--- config.mk ---
export PLATFORM = sky130hd
export DESIGN_NAME = fat_chain_allocator_top_flat
export DESIGN_NICKNAME = d
export VERILOG_FILES = /design/src/hdl/fca_pkg.sv /design/src/hdl/fca_if.sv /design/src/hdl/fca_mem.sv /design/src/hdl/fca_ctrl.sv /design/src/hdl/fat_chain_allocator_top.sv /design/src/flat_wrapper.sv
export SDC_FILE = /design/constraint.sdc
export NUM_CORES = 2
export LEC_CHECK = 0
export BUFFER_PORTS_ARGS = -buffer_cell sky130_fd_sc_hd__buf_2
export CORE_AREA = 5 5 534 536
export CTS_BUF_LIST = sky130_fd_sc_hd__clkbuf_8
export DETAILED_ROUTE_END_ITERATION = 8
export DIE_AREA = 0 0 539 541
export PLACE_DENSITY = 0.77
export REMOVE_ABC_BUFFERS = 1
export SYNTH_ARGS = -nofsm -noshare
export SYNTH_HDL_FRONTEND = slang
export SYNTH_SLANG_ARGS = --single-unit
--- constraint.sdc ---
create_clock -name clk -period 15.4 [get_ports clk]
set_input_delay 3.08 -clock clk [delete_from_list [all_inputs] [get_ports clk]]
set_output_delay 3.08 -clock clk [all_outputs]
set_load 0.02 [all_outputs]
--- src/hdl/fca_pkg.sv ---
// Shared constants, codes and types of the allocation-table chain manager.
// No dependencies.
package fca_pkg;

    localparam int FAT_ENTRIES = 256;
    localparam int BLOCK_BYTES = 512;
    localparam int OFF_W       = 9;
    localparam int NEED_W      = 10;
    localparam int ADDR_W      = 16;

    localparam logic [15:0] END_MARK  = 16'hFFFF;
    localparam logic [15:0] FREE_MARK = 16'h0000;

    localparam logic [2:0] MODE_WRITE  = 3'd0;
    localparam logic [2:0] MODE_READ   = 3'd1;
    localparam logic [2:0] MODE_EXTEND = 3'd2;
    localparam logic [2:0] MODE_CLEAR  = 3'd3;
    localparam logic [2:0] MODE_OVWR   = 3'd4;

    localparam logic [1:0] ST_OK      = 2'd0;
    localparam logic [1:0] ST_NOSPACE = 2'd1;
    localparam logic [1:0] ST_CHAIN   = 2'd2;

    typedef struct packed {
        logic              we;
        logic              re;
        logic [ADDR_W-1:0] addr;
        logic [15:0]       wdata;
    } mem_req_t;

endpackage

--- src/hdl/fca_if.sv ---
// Request and response channel interfaces (valid/ready with payload).
// No dependencies.
interface fca_req_if;
    logic        valid;
    logic        ready;
    logic [2:0]  mode;
    logic [7:0]  block_index;
    logic [15:0] entry_value;
    logic [17:0] current_size;
    logic [17:0] append_length;

    modport source (output valid, mode, block_index, entry_value, current_size,
                    append_length, input ready);
    modport sink (input valid, mode, block_index, entry_value, current_size,
                  append_length, output ready);
endinterface

interface fca_rsp_if;
    logic        valid;
    logic        ready;
    logic [1:0]  status;
    logic [15:0] read_data;
    logic [7:0]  first_block;
    logic [8:0]  first_offset;
    logic [7:0]  last_block;
    logic [7:0]  blocks_added;

    modport source (output valid, status, read_data, first_block, first_offset,
                    last_block, blocks_added, input ready);
    modport sink (input valid, status, read_data, first_block, first_offset,
                  last_block, blocks_added, output ready);
endinterface

--- src/hdl/fca_mem.sv ---
// Allocation table storage: one write port, one registered read port.
// Depends on fca_pkg.
module fca_mem #(
    parameter int FAT_ENTRIES = fca_pkg::FAT_ENTRIES
) (
    input  logic               clk,
    input  fca_pkg::mem_req_t  mem_req,
    output logic [15:0]        rdata
);

    localparam int IW = $clog2(FAT_ENTRIES);

    logic [15:0] mem_array [FAT_ENTRIES];
    logic [15:0] rdata_reg;

    always_ff @(posedge clk)
    begin
        if (mem_req.we)
        begin
            mem_array[mem_req.addr[IW-1:0]] <= mem_req.wdata;
        end
        if (mem_req.re)
        begin
            rdata_reg <= mem_array[mem_req.addr[IW-1:0]];
        end
    end

    assign rdata = rdata_reg;

endmodule

--- src/hdl/fca_ctrl.sv ---
// Request sequencer: entry access, chain walk, clear, free-block scan and linking.
// Depends on fca_pkg, fca_if; drives the table memory through fca_pkg::mem_req_t.
module fca_ctrl #(
    parameter int FAT_ENTRIES = fca_pkg::FAT_ENTRIES
) (
    input  logic              clk,
    input  logic              rst_n,
    fca_req_if.sink           req,
    fca_rsp_if.source         rsp,
    output fca_pkg::mem_req_t mem_req,
    input  logic [15:0]       mem_rdata
);

    localparam int IW = $clog2(FAT_ENTRIES);
    localparam int CW = $clog2(FAT_ENTRIES + 1);

    localparam logic [4:0] S_INIT     = 5'd0;
    localparam logic [4:0] S_IDLE     = 5'd1;
    localparam logic [4:0] S_WR_RD    = 5'd2;
    localparam logic [4:0] S_WR_WR    = 5'd3;
    localparam logic [4:0] S_RD       = 5'd4;
    localparam logic [4:0] S_RD_GET   = 5'd5;
    localparam logic [4:0] S_WALK     = 5'd6;
    localparam logic [4:0] S_WALK_CHK = 5'd7;
    localparam logic [4:0] S_CLR_RD   = 5'd8;
    localparam logic [4:0] S_CLR_WR   = 5'd9;
    localparam logic [4:0] S_CLR_END  = 5'd10;
    localparam logic [4:0] S_EXT_INIT = 5'd11;
    localparam logic [4:0] S_LINK_CHK = 5'd12;
    localparam logic [4:0] S_SCAN     = 5'd13;
    localparam logic [4:0] S_LINK1    = 5'd14;
    localparam logic [4:0] S_LINK2    = 5'd15;
    localparam logic [4:0] S_DONE     = 5'd16;

    logic [4:0]        state_reg;
    logic [IW-1:0]     init_cnt_reg;
    logic [2:0]        mode_reg;
    logic [IW-1:0]     idx_reg;
    logic [15:0]       val_reg;
    logic [17:0]       csize_reg;
    logic [17:0]       len_reg;
    logic [IW-1:0]     cur_reg;
    logic [IW-1:0]     steps_reg;
    logic [IW-1:0]     last_reg;
    logic [IW-1:0]     nb_reg;
    logic [IW-1:0]     scan_addr_reg;
    logic [IW-1:0]     scan_prev_reg;
    logic              scan_vld_reg;
    logic [fca_pkg::NEED_W-1:0] need_reg;
    logic [CW-1:0]     added_reg;
    logic [CW-1:0]     free_reg;
    logic              have_first_reg;

    logic [1:0]        res_status_reg;
    logic [15:0]       res_rdata_reg;
    logic [7:0]        res_fblock_reg;
    logic [8:0]        res_foff_reg;

    logic              rsp_valid_reg;
    logic [1:0]        rsp_status_reg;
    logic [15:0]       rsp_rdata_reg;
    logic [7:0]        rsp_fblock_reg;
    logic [8:0]        rsp_foff_reg;
    logic [7:0]        rsp_last_reg;
    logic [7:0]        rsp_added_reg;

    logic [fca_pkg::OFF_W-1:0]  ext_offset;
    logic [fca_pkg::NEED_W-1:0] ext_room;
    logic [18:0]                ext_span;
    logic [fca_pkg::NEED_W-1:0] ext_need;
    logic                       scan_hit;
    logic                       req_bad_idx;

    assign ext_offset = csize_reg[fca_pkg::OFF_W-1:0];
    assign ext_room   = (csize_reg != 18'd0 && ext_offset == '0) ? '0
                        : fca_pkg::NEED_W'(fca_pkg::BLOCK_BYTES)
                          - fca_pkg::NEED_W'(ext_offset);
    assign ext_span   = 19'(len_reg) - 19'(ext_room) + 19'(fca_pkg::BLOCK_BYTES - 1);
    assign ext_need   = (19'(len_reg) > 19'(ext_room))
                        ? fca_pkg::NEED_W'(ext_span >> fca_pkg::OFF_W) : '0;
    assign scan_hit   = scan_vld_reg && (mem_rdata == fca_pkg::FREE_MARK);
    assign req_bad_idx = int'(req.block_index) >= FAT_ENTRIES;

    assign req.ready        = (state_reg == S_IDLE);
    assign rsp.valid        = rsp_valid_reg;
    assign rsp.status       = rsp_status_reg;
    assign rsp.read_data    = rsp_rdata_reg;
    assign rsp.first_block  = rsp_fblock_reg;
    assign rsp.first_offset = rsp_foff_reg;
    assign rsp.last_block   = rsp_last_reg;
    assign rsp.blocks_added = rsp_added_reg;

    always_comb
    begin
        mem_req = '{we: 1'b0, re: 1'b0, addr: '0, wdata: fca_pkg::FREE_MARK};
        case (state_reg)
            S_INIT:
            begin
                mem_req.we   = 1'b1;
                mem_req.addr = fca_pkg::ADDR_W'(init_cnt_reg);
            end
            S_WR_RD, S_RD:
            begin
                mem_req.re   = 1'b1;
                mem_req.addr = fca_pkg::ADDR_W'(idx_reg);
            end
            S_WR_WR:
            begin
                mem_req.we    = 1'b1;
                mem_req.addr  = fca_pkg::ADDR_W'(idx_reg);
                mem_req.wdata = val_reg;
            end
            S_WALK, S_CLR_RD:
            begin
                mem_req.re   = 1'b1;
                mem_req.addr = fca_pkg::ADDR_W'(cur_reg);
            end
            S_CLR_WR:
            begin
                mem_req.we   = 1'b1;
                mem_req.addr = fca_pkg::ADDR_W'(cur_reg);
            end
            S_CLR_END:
            begin
                mem_req.we    = 1'b1;
                mem_req.addr  = fca_pkg::ADDR_W'(idx_reg);
                mem_req.wdata = fca_pkg::END_MARK;
            end
            S_SCAN:
            begin
                mem_req.re   = !scan_hit;
                mem_req.addr = fca_pkg::ADDR_W'(scan_addr_reg);
            end
            S_LINK1:
            begin
                mem_req.we    = 1'b1;
                mem_req.addr  = fca_pkg::ADDR_W'(last_reg);
                mem_req.wdata = 16'(nb_reg);
            end
            S_LINK2:
            begin
                mem_req.we    = 1'b1;
                mem_req.addr  = fca_pkg::ADDR_W'(nb_reg);
                mem_req.wdata = fca_pkg::END_MARK;
            end
            default:
            begin
            end
        endcase
    end

    always_ff @(posedge clk or negedge rst_n)
    begin
        if (!rst_n)
        begin
            state_reg     <= S_INIT;
            init_cnt_reg  <= '0;
            free_reg      <= CW'(FAT_ENTRIES);
            rsp_valid_reg <= 1'b0;
        end
        else
        begin
            if (rsp_valid_reg && rsp.ready && state_reg != S_DONE)
            begin
                rsp_valid_reg <= 1'b0;
            end
            case (state_reg)
                S_INIT:
                begin
                    init_cnt_reg <= init_cnt_reg + 1'b1;
                    if (init_cnt_reg == IW'(FAT_ENTRIES - 1))
                    begin
                        state_reg <= S_IDLE;
                    end
                end
                S_IDLE:
                begin
                    if (req.valid)
                    begin
                        mode_reg       <= req.mode;
                        idx_reg        <= IW'(req.block_index);
                        cur_reg        <= IW'(req.block_index);
                        val_reg        <= req.entry_value;
                        csize_reg      <= req.current_size;
                        len_reg        <= req.append_length;
                        steps_reg      <= '0;
                        added_reg      <= '0;
                        have_first_reg <= 1'b0;
                        last_reg       <= '0;
                        res_status_reg <= fca_pkg::ST_OK;
                        res_rdata_reg  <= '0;
                        res_fblock_reg <= '0;
                        res_foff_reg   <= '0;
                        case (req.mode)
                            fca_pkg::MODE_WRITE, fca_pkg::MODE_READ:
                            begin
                                if (req_bad_idx)
                                begin
                                    res_status_reg <= fca_pkg::ST_CHAIN;
                                    state_reg      <= S_DONE;
                                end
                                else if (req.mode == fca_pkg::MODE_WRITE)
                                begin
                                    state_reg <= S_WR_RD;
                                end
                                else
                                begin
                                    state_reg <= S_RD;
                                end
                            end
                            fca_pkg::MODE_EXTEND, fca_pkg::MODE_CLEAR,
                            fca_pkg::MODE_OVWR:
                            begin
                                if (req_bad_idx)
                                begin
                                    res_status_reg <= fca_pkg::ST_CHAIN;
                                    state_reg      <= S_DONE;
                                end
                                else
                                begin
                                    state_reg <= S_WALK;
                                end
                            end
                            default:
                            begin
                                state_reg <= S_DONE;
                            end
                        endcase
                    end
                end
                S_WR_RD:
                begin
                    state_reg <= S_WR_WR;
                end
                S_WR_WR:
                begin
                    if (mem_rdata == fca_pkg::FREE_MARK && val_reg != fca_pkg::FREE_MARK)
                    begin
                        free_reg <= free_reg - 1'b1;
                    end
                    else if (mem_rdata != fca_pkg::FREE_MARK &&
                             val_reg == fca_pkg::FREE_MARK)
                    begin
                        free_reg <= free_reg + 1'b1;
                    end
                    state_reg <= S_DONE;
                end
                S_RD:
                begin
                    state_reg <= S_RD_GET;
                end
                S_RD_GET:
                begin
                    res_rdata_reg <= mem_rdata;
                    state_reg     <= S_DONE;
                end
                S_WALK:
                begin
                    state_reg <= S_WALK_CHK;
                end
                S_WALK_CHK:
                begin
                    if (mem_rdata == fca_pkg::END_MARK)
                    begin
                        if (mode_reg == fca_pkg::MODE_EXTEND)
                        begin
                            last_reg  <= cur_reg;
                            state_reg <= S_EXT_INIT;
                        end
                        else
                        begin
                            cur_reg   <= idx_reg;
                            state_reg <= S_CLR_RD;
                        end
                    end
                    else if (int'(mem_rdata) >= FAT_ENTRIES ||
                             steps_reg == IW'(FAT_ENTRIES - 1))
                    begin
                        res_status_reg <= fca_pkg::ST_CHAIN;
                        state_reg      <= S_DONE;
                    end
                    else
                    begin
                        cur_reg   <= IW'(mem_rdata);
                        steps_reg <= steps_reg + 1'b1;
                        state_reg <= S_WALK;
                    end
                end
                S_CLR_RD:
                begin
                    state_reg <= S_CLR_WR;
                end
                S_CLR_WR:
                begin
                    if (mem_rdata != fca_pkg::FREE_MARK)
                    begin
                        free_reg <= free_reg + 1'b1;
                    end
                    if (mem_rdata == fca_pkg::END_MARK || int'(mem_rdata) >= FAT_ENTRIES)
                    begin
                        state_reg <= S_CLR_END;
                    end
                    else
                    begin
                        cur_reg   <= IW'(mem_rdata);
                        state_reg <= S_CLR_RD;
                    end
                end
                S_CLR_END:
                begin
                    // start block was freed by the sweep, so marking it always takes one
                    free_reg <= free_reg - 1'b1;
                    last_reg <= idx_reg;
                    if (mode_reg == fca_pkg::MODE_OVWR)
                    begin
                        csize_reg <= '0;
                        state_reg <= S_EXT_INIT;
                    end
                    else
                    begin
                        state_reg <= S_LINK_CHK;
                    end
                end
                S_EXT_INIT:
                begin
                    need_reg      <= ext_need;
                    scan_addr_reg <= '0;
                    if (len_reg != 18'd0 && ext_room != '0)
                    begin
                        res_fblock_reg <= 8'(last_reg);
                        res_foff_reg   <= ext_offset;
                        have_first_reg <= 1'b1;
                    end
                    state_reg <= S_LINK_CHK;
                end
                S_LINK_CHK:
                begin
                    scan_vld_reg <= 1'b0;
                    if (mode_reg == fca_pkg::MODE_CLEAR ||
                        int'(added_reg) == int'(need_reg))
                    begin
                        state_reg <= S_DONE;
                    end
                    else if (free_reg == '0)
                    begin
                        res_status_reg <= fca_pkg::ST_NOSPACE;
                        state_reg      <= S_DONE;
                    end
                    else
                    begin
                        state_reg <= S_SCAN;
                    end
                end
                S_SCAN:
                begin
                    if (scan_hit)
                    begin
                        nb_reg    <= scan_prev_reg;
                        state_reg <= S_LINK1;
                    end
                    else
                    begin
                        scan_prev_reg <= scan_addr_reg;
                        scan_vld_reg  <= 1'b1;
                        scan_addr_reg <= scan_addr_reg + 1'b1;
                    end
                end
                S_LINK1:
                begin
                    // linking to block 0 writes the free mark into the old end
                    if (nb_reg == '0)
                    begin
                        free_reg <= free_reg + 1'b1;
                    end
                    state_reg <= S_LINK2;
                end
                S_LINK2:
                begin
                    free_reg  <= free_reg - 1'b1;
                    last_reg  <= nb_reg;
                    added_reg <= added_reg + 1'b1;
                    if (!have_first_reg)
                    begin
                        res_fblock_reg <= 8'(nb_reg);
                        res_foff_reg   <= '0;
                        have_first_reg <= 1'b1;
                    end
                    if (nb_reg == '0 || nb_reg == IW'(FAT_ENTRIES - 1))
                    begin
                        scan_addr_reg <= '0;
                    end
                    else
                    begin
                        scan_addr_reg <= nb_reg + 1'b1;
                    end
                    state_reg <= S_LINK_CHK;
                end
                S_DONE:
                begin
                    if (!rsp_valid_reg || rsp.ready)
                    begin
                        rsp_valid_reg  <= 1'b1;
                        rsp_status_reg <= res_status_reg;
                        rsp_rdata_reg  <= res_rdata_reg;
                        rsp_fblock_reg <= res_fblock_reg;
                        rsp_foff_reg   <= res_foff_reg;
                        rsp_last_reg   <= 8'(last_reg);
                        rsp_added_reg  <= 8'(added_reg);
                        state_reg      <= S_IDLE;
                    end
                end
                default:
                begin
                    state_reg <= S_IDLE;
                end
            endcase
        end
    end

    a_free_bound: assert property (@(posedge clk) disable iff (!rst_n)
        int'(free_reg) <= FAT_ENTRIES)
        else $error("free count above table size");

    a_link_need: assert property (@(posedge clk) disable iff (!rst_n)
        (state_reg == S_LINK2) |-> (int'(added_reg) < int'(need_reg)))
        else $error("link beyond blocks needed");

    a_done_rsp: assert property (@(posedge clk) disable iff (!rst_n)
        (state_reg == S_DONE && (!rsp_valid_reg || rsp.ready)) |=> rsp_valid_reg)
        else $error("finished transaction not presented");

    a_scan_free: assert property (@(posedge clk) disable iff (!rst_n)
        (state_reg == S_SCAN) |-> (free_reg != '0))
        else $error("scan started with no free block");

endmodule

--- src/hdl/fat_chain_allocator_top.sv ---
// Steps: write reads the entry, then writes it; read reads it, then captures it; extend, clear
// and overwrite walk the chain hop by hop; clear and overwrite free it block by block; per new
// block a scan for a free entry, then a link and a recheck; results leave through a register.
// One transaction at a time; the read-then-write table accesses set the pace.
// After reset a clearing pass zeroes every table entry; no request is taken until it ends.
// Top level: ties the request sequencer to the table memory. Depends on fca_pkg, fca_if, fca_ctrl, fca_mem.
module fat_chain_allocator_top #(
    parameter int FAT_ENTRIES = fca_pkg::FAT_ENTRIES
) (
    input  logic      clk,
    input  logic      rst_n,
    fca_req_if.sink   req,
    fca_rsp_if.source rsp
);

    fca_pkg::mem_req_t mem_req;
    logic [15:0]       mem_rdata;

    fca_ctrl #(.FAT_ENTRIES(FAT_ENTRIES)) u_ctrl (
        .clk       (clk),
        .rst_n     (rst_n),
        .req       (req),
        .rsp       (rsp),
        .mem_req   (mem_req),
        .mem_rdata (mem_rdata)
    );

    fca_mem #(.FAT_ENTRIES(FAT_ENTRIES)) u_mem (
        .clk     (clk),
        .mem_req (mem_req),
        .rdata   (mem_rdata)
    );

endmodule
--- src/flat_wrapper.sv ---
// flat-port wrapper written by rule: the top's interface ports become plain ports
module fat_chain_allocator_top_flat 
#(
    parameter int FAT_ENTRIES = fca_pkg::FAT_ENTRIES
)
  (clk, rst_n, req_valid, req_mode, req_block_index, req_entry_value, req_current_size, req_append_length, req_ready, rsp_valid, rsp_status, rsp_read_data, rsp_first_block, rsp_first_offset, rsp_last_block, rsp_blocks_added, rsp_ready);
  fca_req_if req_i ();
  fca_rsp_if rsp_i ();
  input  logic clk;
  input  logic rst_n;
  input wire logic [$bits(req_i.valid)-1:0] req_valid;
  input wire logic [$bits(req_i.mode)-1:0] req_mode;
  input wire logic [$bits(req_i.block_index)-1:0] req_block_index;
  input wire logic [$bits(req_i.entry_value)-1:0] req_entry_value;
  input wire logic [$bits(req_i.current_size)-1:0] req_current_size;
  input wire logic [$bits(req_i.append_length)-1:0] req_append_length;
  output wire logic [$bits(req_i.ready)-1:0] req_ready;
  output wire logic [$bits(rsp_i.valid)-1:0] rsp_valid;
  output wire logic [$bits(rsp_i.status)-1:0] rsp_status;
  output wire logic [$bits(rsp_i.read_data)-1:0] rsp_read_data;
  output wire logic [$bits(rsp_i.first_block)-1:0] rsp_first_block;
  output wire logic [$bits(rsp_i.first_offset)-1:0] rsp_first_offset;
  output wire logic [$bits(rsp_i.last_block)-1:0] rsp_last_block;
  output wire logic [$bits(rsp_i.blocks_added)-1:0] rsp_blocks_added;
  input wire logic [$bits(rsp_i.ready)-1:0] rsp_ready;
  assign req_i.valid = req_valid;
  assign req_i.mode = req_mode;
  assign req_i.block_index = req_block_index;
  assign req_i.entry_value = req_entry_value;
  assign req_i.current_size = req_current_size;
  assign req_i.append_length = req_append_length;
  assign req_ready = req_i.ready;
  assign rsp_valid = rsp_i.valid;
  assign rsp_status = rsp_i.status;
  assign rsp_read_data = rsp_i.read_data;
  assign rsp_first_block = rsp_i.first_block;
  assign rsp_first_offset = rsp_i.first_offset;
  assign rsp_last_block = rsp_i.last_block;
  assign rsp_blocks_added = rsp_i.blocks_added;
  assign rsp_i.ready = rsp_ready;
  fat_chain_allocator_top #(.FAT_ENTRIES(FAT_ENTRIES)) u_core (.clk(clk), .rst_n(rst_n), .req(req_i), .rsp(rsp_i));
endmodule
==> results.py <==
metrics = {
    "hold_path": {
        "hold_path_depth": 0,
        "hold_path_class": "flip-flop to flip-flop",
        "hp-start": "u_core.u_ctrl.res_rdata_reg[8]$_SDFFCE_PP0P_",
        "min_to": "u_core.u_ctrl.rsp.read_data[8]$_DFFE_PP_",
    },
    "layout": {
        "layout_commonest_cell": "edfxtp_1",
        "drive_gt1_frac": 0.2607,
        "final_util": 0.6738,
        "largest_reg_flops": 4096,
        "nNetsFinal": 9113,
        "area_delta_synth_final_pct": 11.09,
        "layout_common_cells": "4330 x edfxtp_1, 1016 x mux4_2, 669 x clkbuf_8, 611 x nand2_1, 430 x buf_4",
    },
    "routing": {
        "ant_nets": 0,
        "drtPass1Iterations": 9,
        "drtIter0Drc": 14680,
        "avgRoutedWirePerCell_um": 35.57,
        "vias_per_cell": 6.864,
        "drc": 8,
        "routed_wl_um": 472000,
        "via_count": 91100,
    },
    "logic_synthesis": {
        "synth_edf_count": 4330,
        "synth_top_flop_cell": "edfxtp_1",
        "synth.distinct_cells": 87,
        "avgSynthCellArea_sq_um": 20.71,
        "synth_async_sr_flop_share": 0.005284,
        "synthesis.area_sq_um": 170000,
        "ys_warn_count": 0,
        "synth_seq_cells": 4353,
        "synthCells": 8212,
        "ys_seq_area_frac": 0.7680,
    },
    "sta": {
        "worst_pin_slew_ns": 1.545,
        "period_minus_slack_ns": 8.680,
        "min_period_over_period": 0.5636,
        "rsz0062_at_grt": "no",
        "final-max-slew-violation-count": 5,
        "fmax_mhz": 115.2,
        "finalClockSkew_ns": 0.1178,
        "hold_viol_final": 0,
        "slew_headroom": -0.03917,
        "setup_viol": 0,
        "setup_tns_ns": 0,
    },
    "critical_path": {
        "cp-start-kind": "flip-flop",
        "cp_common_cell": "buf_4",
        "crit_fanout": 76,
        "r2r_end": "u_core.u_mem.rdata[11]$_DFFE_PP_",
        "r2r_start": "u_core.u_ctrl.state_reg[2]$_DFFE_PN0P_",
        "reg2reg_depth": 15,
        "arrival_ns": 9.68,
        "critical_path_class": "flip-flop to flip-flop",
        "cp_cell_sequence": "nor3b_2 > buf_4 > nand2_1 > inv_2 > a22o_1 > a2111o_2 > buf_4 > buf_4 > buf_4 > mux4_2 > mux2i_1 > o22ai_1 > nor4_2 > o2111ai_1 > a2111o_1",
        "cp.required_ns": 16.40,
        "cpPeakStageDelay_ns": 1.20,
        "cp-end-kind": "flip-flop",
        "crit_slowest_cell": "nor4_2",
        "ff2ff_setup_slack_ns": 6.72,
    },
    "power": {
        "ir_worst_vdd_v": 0.0001980,
        "swShare": 0.3452,
        "p_per_area_nw_per_um2": 169.6,
        "share_seq_of_total_power": 0.414,
        "power_frac_comb": 0.311,
        "power_frac_clock": 0.275,
        "p_leak_nw": 65.99,
        "intPower_mw": 20.98,
        "switchingPower_mw": 11.06,
    },
    "placed_design": {
        "port_buffers": 119,
        "place_congestion": 0.9844,
        "dp_hpwl_um": 284900,
    },
    "cts": {
        "cts_tree": "yes",
        "cts-root-to-sink-buffers": 4,
        "cts_num_sinks": 4353,
        "post_cts_buffers": 0,
        "cts_hold_buf": 0,
        "cts-root-buf": "clkbuf_8",
        "numCtsBuffers": 663,
        "worstSkewPairLatency_ns": 1.25,
        "clk_pin_slew_ns": 0.07,
        "cts.repair.resized": 0,
        "cts_max_level": 6,
    },
    "global_routing": {
        "antenna_found_initial": 29,
        "grt_use_total": 0.3220,
        "grt-ovfl-total": 0,
        "grt_first_pass_wirelength_um": 666900,
        "grt_max_degree": 225,
        "grt_pass1_vias": 89930,
    },
    "floorplan": {
        "rows": 195,
        "coreArea_sq_um": 280300,
        "fp.dieArea_sq_um": 291600,
        "io_pins": 120,
        "fp.dieH_um": 541,
        "start_util": 0.6066,
        "die_width_um": 539,
    },
    "outcome": {
        "run_status": "finished with violations",
        "violations": "design-rule violations, max-capacitance violations, max-slew violations",
    },
    "run": {
        "maxCapViolations": 3,
    },
}
-- how the worst max path moves through the flow --
stage                                                      start                                       end  slack [ns]  cells after the start
final                     u_core.u_ctrl.state_reg[2]$_DFFE_PN0P_          u_core.u_mem.rdata[11]$_DFFE_PP_        6.72                     15
after global routing      u_core.u_ctrl.state_reg[2]$_DFFE_PN0P_          u_core.u_mem.rdata[11]$_DFFE_PP_        6.39                     15
after CTS                 u_core.u_ctrl.state_reg[2]$_DFFE_PN0P_          u_core.u_mem.rdata[11]$_DFFE_PP_        7.04                     15
after detailed placement  u_core.u_ctrl.state_reg[2]$_DFFE_PN0P_          u_core.u_mem.rdata[11]$_DFFE_PP_        7.00                     15
after global placement    u_core.u_ctrl.state_reg[2]$_DFFE_PN0P_          u_core.u_mem.rdata[11]$_DFFE_PP_        6.67                     15
after floorplan           u_core.u_ctrl.state_reg[1]$_DFFE_PN0P_  u_core.u_mem.mem_array[103][0]$_DFFE_PP_      -65.77                      8
-- through the flow --
stage                     hold WS, ns  instances  setup slack [ns]  cell area [sq um]  power, mW
after floorplan                0.4003       7769            -65.77             167600      20.70
after global placement         0.4018      12070             6.668             176700      23.21
after detailed placement       0.4045      12070             7.003             176800      23.28
after CTS                      0.4130      13250             7.041             188800      31.95
after global routing           0.4216      13250             6.395             188800      33.02
final                          0.4074      13270             6.720             188900      32.03
-- layer usage --
layer	vias up	track usage	part of all wire
met5	-	0.0004932	0.00029
met4	12	0.1733	0.065
li1	35580	-	-
met1	46890	0.4276	0.34
met3	1234	0.1114	0.15
met2	7389	0.4766	0.45
-- synthesized netlist by cell type, drive strengths merged (7+ instances only) --
master      n  area share
inv        47      0.0010
mux2i     243       0.014
nand4      30      0.0011
a221o      19      0.0011
a32oi       7     0.00036
a31oi      26     0.00096
a21oi     120      0.0036
mux4     1016        0.13
and3       90      0.0033
and2       15     0.00057
nand2b     10     0.00037
a21o       16     0.00071
clkbuf    130      0.0029
nor2      364      0.0080
o22ai      74      0.0027
xor2       38      0.0020
o2111ai     7     0.00036
mux2       20      0.0013
a222oi      8     0.00047
nor4       55      0.0022
o211ai     11     0.00049
o21ai      43      0.0013
o32ai       9     0.00046
a221oi     20      0.0012
ha         45      0.0033
a211o       7     0.00036
xnor2      28      0.0014
a311oi      9     0.00046
a2111oi     8     0.00045
edfxtp   4330        0.76
a211oi     11     0.00052
nand2     611       0.013
dfrtp      22      0.0032
nor3       41      0.0012
nor2b      28      0.0010
nand3     210      0.0062
a22oi      34      0.0015
buf       313       0.011
or4        10     0.00044
-- final cells by class --
cell class              instances  area (sq um)
well taps                    3743          4683
repair buffers                563          4091
inverters                      47         176.4
flip-flops and latches       4353        130600
clock buffers                 669          9208
fillers                     17060         91440
clock inverters               504          2846
multi-input cells            3369         37230
diodes                         23         57.56
-- logic make-up after synthesis --
family | Yosys count | synth area share
DFF | 4353 | 0.7680
and+or+nand+nor | 1508 | 0.04011
muxes | 1279 | 0.1502
buffers and inverters | 490 | 0.01539
AOI/OAI and AO/OA | 467 | 0.01908
xor gates and xnor gates | 66 | 0.003399
adders and majority gates | 49 | 0.003782
-- worst max-delay path, delay by kind of cell (launching register included) --
kind | cells | cell delay [ns]
AO/OA/AOI/OAI | 5 | 1.89
buffers and inverters | 5 | 2.60
flip-flops | 1 | 0.88
multiplexers | 2 | 1.22
AND/OR/NAND/NOR | 3 | 1.78
-- power by group through the flow --
stage               registers (mW)  clock network, mW  logic (mW)
floorplan                     13.4                  0        7.26
global placement              13.5                  0        9.73
detailed placement            13.5                  0        9.80
CTS                           13.2               8.88        9.83
global route                  13.2               9.47        10.3
finish                        13.2               8.81        9.98
Power figures use the tool's default switching activity.
